`config.mk`:
```
export PLATFORM = sky130hd
export DESIGN_NAME = sfdl_ctrl
export DESIGN_NICKNAME = d
export VERILOG_FILES = /design/src/hdl/sfdl_pkg.sv /design/src/hdl/sfdl_ctrl.sv
export SDC_FILE = /design/constraint.sdc
export NUM_CORES = 1
export LEC_CHECK = 0
export BUFFER_PORTS_ARGS = -buffer_cell sky130_fd_sc_hd__buf_2
export CAP_MARGIN = 15
export CORE_UTILIZATION = 30
export CTS_CLUSTER_SIZE = 30
export DETAILED_ROUTE_END_ITERATION = 12
export GPL_TIMING_DRIVEN = 0
export PLACE_DENSITY = 0.5
export SKIP_CTS_REPAIR_TIMING = 1
export SYNTH_ARGS = -nofsm -noshare
export SYNTH_HDL_FRONTEND = slang
export SYNTH_SLANG_ARGS = --single-unit
```
`constraint.sdc`:
```
create_clock -name clk -period 1.6 [get_ports clk]
set_input_delay 0.24 -clock clk [delete_from_list [all_inputs] [get_ports clk]]
set_output_delay 0.24 -clock clk [all_outputs]
set_load 0.05 [all_outputs]
```
`src/hdl/sfdl_pkg.sv`:
```
// shared types, constants and the soft-clip table for the stereo feedback delay
// no dependencies; imported by every module of the block except sfdl_ram
package sfdl_pkg;

  localparam int DELAY_DEPTH_DEF = 131072;

  localparam int SAMPLE_W = 16;
  localparam int DELAY_W  = 17;
  localparam int GAIN_W   = 15;
  localparam int MIX_W    = 16;
  localparam int CFG_W    = 17;
  localparam int CFG_IDX_W = 3;
  localparam int LP_W     = 24;

  localparam logic [DELAY_W-1:0] DELAY_LEFT_RST    = 17'd9084;
  localparam logic [DELAY_W-1:0] DELAY_RIGHT_RST   = 17'd9901;
  localparam logic [GAIN_W-1:0]  FEEDBACK_GAIN_RST = 15'd4424;
  localparam logic [GAIN_W-1:0]  LOWPASS_COEFF_RST = 15'd22282;
  localparam logic [MIX_W-1:0]   DRY_GAIN_RST      = 16'd27034;
  localparam logic [MIX_W-1:0]   WET_GAIN_RST      = 16'd11469;

  // register indexes of the configuration port
  typedef enum logic [CFG_IDX_W-1:0] {
    REG_DELAY_LEFT    = 3'd0,
    REG_DELAY_RIGHT   = 3'd1,
    REG_FEEDBACK_GAIN = 3'd2,
    REG_LOWPASS_COEFF = 3'd3,
    REG_DRY_GAIN      = 3'd4,
    REG_WET_GAIN      = 3'd5
  } cfg_idx_t;

  // commands from the controller to the datapath
  typedef struct packed {
    logic load_in;   // item accepted, ram read issued
    logic mult;      // lowpass, dry and wet products
    logic lp;        // lowpass update, output mix
    logic fb;        // feedback product
    logic tab;       // soft-clip table lookup
    logic write;     // interpolate, write stores, advance position
    logic load_out;  // move mix into output register
  } dp_cmd_t;

  // soft-clip table: 257 points of tanh over [-2,2] in Q1.15
  localparam int TANH_POINTS = 257;
  localparam longint EXP_STEP_Q24 = 64'd17309782;
  localparam longint ONE_Q24 = 64'd16777216;

  typedef logic signed [SAMPLE_W-1:0] tanh_tab_t [0:TANH_POINTS-1];

  // quotient of two positive values when it stays below 2^16, by shift and subtract
  function automatic longint quot16(input longint num, input longint den);
    longint rem;
    longint q;
    rem = num;
    q = 0;
    for (int b = 15; b >= 0; b--) begin
      if (rem >= (den << b)) begin
        rem = rem - (den << b);
        q = q + (64'sd1 << b);
      end
    end
    return q;
  endfunction

  function automatic tanh_tab_t build_tanh();
    tanh_tab_t t;
    longint e;
    longint num;
    longint den;
    longint v;
    e = ONE_Q24;
    t[128] = '0;
    for (int m = 1; m <= 128; m++) begin
      e = (e * EXP_STEP_Q24) >>> 24;
      num = (e - ONE_Q24) * 65536 + (e + ONE_Q24);
      den = 2 * (e + ONE_Q24);
      v = quot16(num, den);
      t[128 + m] = SAMPLE_W'(v);
      t[128 - m] = SAMPLE_W'(-v);
    end
    return t;
  endfunction

  localparam tanh_tab_t TANH_TAB = build_tanh();

endpackage

```
`src/hdl/sfdl_ctrl.sv`:
```
// sequencer for one stereo item: read, lowpass, feedback, table, write, output
// depends on sfdl_pkg
module sfdl_ctrl (
  input  logic              clk,
  input  logic              rst,
  input  logic              s_tvalid,
  output logic              s_tready,
  output logic              m_tvalid,
  input  logic              m_tready,
  output sfdl_pkg::dp_cmd_t cmd
);
  import sfdl_pkg::*;

  typedef enum logic [6:0] {
    ST_IDLE  = 7'b0000001,
    ST_READ  = 7'b0000010,
    ST_LP    = 7'b0000100,
    ST_FB    = 7'b0001000,
    ST_TAB   = 7'b0010000,
    ST_WRITE = 7'b0100000,
    ST_HOLD  = 7'b1000000
  } state_t;

  state_t state, state_next;
  logic   out_valid;
  logic   out_free;

  assign out_free = !out_valid || m_tready;
  assign s_tready = (state == ST_IDLE);
  assign m_tvalid = out_valid;

  always_comb begin
    cmd.load_in  = s_tvalid && s_tready;
    cmd.mult     = (state == ST_READ);
    cmd.lp       = (state == ST_LP);
    cmd.fb       = (state == ST_FB);
    cmd.tab      = (state == ST_TAB);
    cmd.write    = (state == ST_WRITE);
    cmd.load_out = ((state == ST_WRITE) || (state == ST_HOLD)) && out_free;
  end

  always_comb begin
    state_next = state;
    case (state)
      ST_IDLE:  if (s_tvalid) state_next = ST_READ;
      ST_READ:  state_next = ST_LP;
      ST_LP:    state_next = ST_FB;
      ST_FB:    state_next = ST_TAB;
      ST_TAB:   state_next = ST_WRITE;
      ST_WRITE: state_next = out_free ? ST_IDLE : ST_HOLD;
      ST_HOLD:  if (out_free) state_next = ST_IDLE;
      default:  state_next = ST_IDLE;
    endcase
  end

  always_ff @(posedge clk) begin
    if (rst) begin
      state     <= ST_IDLE;
      out_valid <= 1'b0;
    end else begin
      state <= state_next;
      if (cmd.load_out) begin
        out_valid <= 1'b1;
      end else if (m_tready) begin
        out_valid <= 1'b0;
      end
    end
  end

endmodule

```
# Word level (Yosys, flattened, before mapping)
# Index checks and enable logic that the tools add are counted.
op_classes:
  n_mul: 0
  div: 0
  n_eq_ne: 9
  n_reduce_logical: 7
  bitwise_logic: 0
  magnitude_cmp: 0
  n_mux: 6
  n_addsub: 0
  shift: 0
op_table:
  columns: ["op", "count"]
  rows:
  - ["case mux 7 bit (7 select lines)", 1]
  - ["2-to-1 mux 7 bit", 3]
  - ["equality test 7 x 1 -> 1 bit (second input constant)", 1]
  - ["equality test 7 x 2 -> 1 bit (second input constant)", 1]
  - ["equality test 7 x 3 -> 1 bit (second input constant)", 1]
  - ["equality test 7 x 4 -> 1 bit (second input constant)", 1]
  - ["equality test 7 x 5 -> 1 bit (second input constant)", 1]
  - ["equality test 7 x 6 -> 1 bit (second input constant)", 1]
  - ["equality test 7 bit (second input constant)", 1]
  - ["inequality test 2 bit (second input constant)", 2]
  - ["logical AND 1 bit", 2]
  - ["logical OR 1 bit", 2]
  - ["2-to-1 mux 1 bit", 2]
  - ["AND reduction 2 bit", 1]
  - ["nonzero test 2 bit", 1]
  - ["zero test 1 bit", 1]
word_totals:
  latchBits: 0
  memories: 0
  output_inout_bits: 9
  rom_bits: 0
  regBits: 8
  in_bits: 4
  mem_bits_rw: 0

# Logic depth before layout (Yosys ltp)
depth:
  depth_word: 4
  ltp_mapped: 4

# Least setup slack after synthesis
# Ideal clock, no wire load.
synth_path:
  path_kind: "reg-to-reg"
  start: "reg state[2]"
  end: "reg state[1]"
  setup_slack_ns: -0.887
  t_arrival_ns: 2.421
  synth_period_minus_slack_ns: 2.487
  n_path_buf: 0
  path_stages_with_launch: 5
  setup_ns: 0.066
  cell_sequence: "dfxtp_1 > or4b_2 > nor2_1 > and2_1 > nor2b_1"
synth_between:
  elab_chain_cells: 3
  elab_cells_between_ends: 11
  classes_between: "eq/ne: 9; mux: 1; reduce/logical: 1"
synth_rtl:
  columns: ["item", "line", "rtl"]
  rows:
  - ["from (decl)", "sfdl_ctrl.sv:24", "state_t state, state_next;"]
  - ["from (signal assigned)", "sfdl_ctrl.sv:61", "state <= state_next;"]
  - ["equality test 7 x 1 -> 1 bit *", null, null]
  - ["named net s_tready", "sfdl_ctrl.sv:7", "output logic s_tready,"]
  - ["inequality test 2 bit (no line)", null, null]
  - ["AND reduction 2 bit (no line)", null, null]
# Mark *: on every way through the listed nets, which the timed path passes. The rest lies on a longest branch.
# A chain may end at the register's enable or synchronous reset.

==> impl_metrics.sql <==
INSERT INTO impl_metrics (metric_group, metric, value, unit) VALUES
('clocking', 'tritoncts_clock_tree', 'yes', ''),
('clocking', 'clk_path_buf_depth', '2', ''),
('critical_path', 'terminus_of_the_critical_flop_to_flop_path', 'state[0]', ''),
('clocking', 'cts_sinks', '8', ''),
('status', 'violations_in_the_final_reports', 'setup timing', ''),
('critical_path', 'rr_worst_depth', '4', ''),
('finish', 'post-route-cell-area', '743', 'um^2'),
('clocking', 'clock_tree.htree_level_count', '1', ''),
('finish', 'antenna-diode-count', '0', ''),
('synthesis', 'synth.top_cell.area_share', '0.367', ''),
('clocking', 'cts-buffers-inserted', '3', ''),
('finish', 'layout-area-overhead-vs-synth', '70.2', '%'),
('critical_path', 'timing.critical_path.to', 'cmd[4]', ''),
('critical_path', 'crit_path_max_fanout', '5', ''),
('sta', 'finClkSkew', '0.00920', 'ns'),
('power', 'pwr-share-comb', '0.286', ''),
('place', 'dp_hpwl', '724', 'um'),
('die', 'initial_core_util', '0.327', ''),
('place', 'final_replace_weighted_congestion', '0.694', ''),
('critical_path', 'worst_setup_path_end_kind', 'output port', ''),
('place', 'io_buffer_count', '12', ''),
('sta', 'fin_crit', '2.04', 'ns'),
('grt', 'pin_count_of_the_biggest_net_entering_global_routing', '8', ''),
('sta', 'timing.final.ws_setup', '-0.438', 'ns'),
('synthesis', 'ys.warnings.count', '0', ''),
('synthesis', 'syn_nets', '52', ''),
('grt', 'grt_first_pass_wirelength', '1300', 'um'),
('die', 'dieHeight', '40.2', 'um'),
('sta', 'finalHoldViolations', '0', ''),
('sta', 'relSlewSlack', '0.736', ''),
('sta', 'grt_setup_unrepaired', 'true', ''),
('grt', 'initial_antenna_violation_count', '0', ''),
('clocking', 'cts_root_buffer', 'sky130_fd_sc_hd__clkbuf_4', ''),
('power', 'switching_share', '0.285', ''),
('route', 'drt_pass1_iterations', '2', ''),
('synthesis', 'postSynthAreaPerCell', '9.10', 'um^2'),
('critical_path', 'cp_data_required_time', '1.36', 'ns'),
('die', 'die_span_x', '40.2', 'um'),
('route', 'drt_drc_violations_left', '0', ''),
('grt', 'grt_pass1_vias', '315', ''),
('grt', 'grtUsageTotal', '0.131', ''),
('critical_path', 'regToRegStartpoint', 'state[0]', ''),
('synthesis', 'yosys.area.top_type', 'sky130_fd_sc_hd__dfxtp_1', ''),
('critical_path', 'worst_setup_path_startpoint', 'state[6]', ''),
('sta', 'timing.final.setup_violations', '12', ''),
('power', 'pint', '376', 'uW'),
('power', 'p_leak', '0.000304', 'uW'),
('power', 'clockPowerShare', '0.307', ''),
('power', 'power.net_switching', '150', 'uW'),
('critical_path', 'crit_path_start_kind', 'flip-flop', ''),
('clocking', 'cts.clk_slew.worst_paths', '0.05', 'ns'),
('status', 'outcome', 'finished, violations left', ''),
('finish', 'layout-drive-gt1-share', '0.710', ''),
('die', 'pin_count', '13', ''),
('critical_path', 'timing.critical_path.arrival', '1.80', 'ns'),
('synthesis', 'netlist_top_cells_area', 'sky130_fd_sc_hd__dfxtp_1, sky130_fd_sc_hd__and3_1, sky130_fd_sc_hd__nor2b_1', ''),
('sta', 'timing.final.max_slew_violations', '0', ''),
('die', 'die_area', '1610', 'um^2'),
('route', 'vias_per_cell', '4.89', ''),
('job', 'maxCapViolCount', '0', ''),
('sta', 'tns', '-2.30', 'ns'),
('route', 'initial_drt_markers', '2', ''),
('synthesis', 'synth-seq-cells', '8', ''),
('finish', 'finish.net_count', '74', ''),
('finish', 'fill_cell_total_of_the_finished_layout', '126', ''),
('synthesis', 'synth-seq-area-share', '0.367', ''),
('route', 'drt-total-wl', '1050', 'um'),
('route', 'ant_nets', '0', ''),
('clocking', 'clk-insertion-delay-late', '0.25', 'ns'),
('critical_path', 'crit_type', 'flip-flop to output port', ''),
('power', 'powerDensity', '707', 'nW/um^2');
[synth_stat cells, drive strengths merged]
library cell and instances:
dfxtp 8, nor2 5, and3 4, nor2b 4
or3 4, nand3 3, a21oi 2, inv 2
nand2b 2, nor3 2, nor3b 2, or4 2
xnor2 2, and2 1, buf 1, nor4 1
nor4b 1, o221ai 1, or4b 1
[area by class of cell]
class | instances | area, um^2 | share of cell area
buffer | 1 | 7.51 | 0.0101
multi-input combinational | 37 | 343 | 0.461
inverter | 2 | 7.51 | 0.0101
clock buffer | 4 | 26.3 | 0.0354
timing repair buffer | 17 | 164 | 0.221
tap | 15 | 18.8 | 0.0253
sequential | 8 | 176 | 0.237
[critical path, stage by stage, from the launching register on]
cell and delay, ns:
sky130_fd_sc_hd__dfxtp_2 0.34, sky130_fd_sc_hd__or3_4 0.42, sky130_fd_sc_hd__or3_4 0.38, sky130_fd_sc_hd__nor3b_4 0.23
sky130_fd_sc_hd__buf_6 0.19
[power by group through the flow]
stage	clock network, uW	logic, uW	registers (uW)
4_1_cts	169	102	212
2_1_floorplan	0	83.0	213
3_3_place_gp	0	101	216
5_1_grt	181	158	214
3_5_place_dp	0	102	215
6_report	161	150	214
[layout by cell type, fill, tap and decap left out, types with 2 or more instances in the layout]
master / instances
sky130_fd_sc_hd__buf_2: 5
sky130_fd_sc_hd__buf_6: 5
sky130_fd_sc_hd__nor2b_1: 4
sky130_fd_sc_hd__buf_4: 4
sky130_fd_sc_hd__dfxtp_2: 4
sky130_fd_sc_hd__buf_8: 4
sky130_fd_sc_hd__or3_4: 3
sky130_fd_sc_hd__nor2_1: 3
sky130_fd_sc_hd__nand3_2: 3
sky130_fd_sc_hd__clkbuf_4: 3
sky130_fd_sc_hd__dfxtp_4: 3
sky130_fd_sc_hd__or4_4: 2
sky130_fd_sc_hd__xnor2_1: 2
sky130_fd_sc_hd__nor2_4: 2
sky130_fd_sc_hd__inv_2: 2
sky130_fd_sc_hd__nor3b_4: 2
sky130_fd_sc_hd__nand2b_1: 2
sky130_fd_sc_hd__nor3_1: 2
sky130_fd_sc_hd__and3_4: 2
sky130_fd_sc_hd__and3_1: 2
sky130_fd_sc_hd__a21oi_1: 2
[worst min path at each step]
stage          from        to  slack (ns)
2_1_floorplan   rst  m_tvalid        0.30
3_3_place_gp    rst  m_tvalid        0.44
3_5_place_dp    rst  m_tvalid        0.44
4_1_cts         rst  m_tvalid        0.18
5_1_grt         rst  m_tvalid        0.18
6_report        rst  m_tvalid        0.19
[stage by stage]
step / power, uW / util / hold slack (ns) / std cells / setup WS, ns
CTS: 483 / 0.441 / 0.184 / 79 / -0.688
detailed placement: 317 / 0.421 / 0.444 / 75 / -0.397
finish: 525 / 0.557 / 0.193 / 84 / -0.438
global route: 553 / 0.557 / 0.182 / 84 / -0.487
global placement: 317 / 0.421 / 0.442 / 75 / -0.408
floorplan: 296 / - / 0.302 / 48 / -0.317
[cell families after synthesis]
group	Yosys count	share of synthesized area
buf+inv	3	0.0344
compound gates	3	0.0573
flops	8	0.367
simple gates	32	0.501
xor+xnor	2	0.0401
[flip-flops by register name, indices dropped and copies added (netlist names)]
register and cells:
m_tvalid 1, state 7
[layer usage]
| layer | track usage | routed length, um | up-vias |
|---|---|---|---|
| met3 | 0.0333 | 24 | 0 |
| met5 | 0 | 0 | - |
| met2 | 0.214 | 517 | 7 |
| met4 | 0.103 | 0 | 0 |
| li1 | - | - | 215 |
| met1 | 0.144 | 509 | 189 |
No activity file was read; power rests on OpenSTA's default activity.
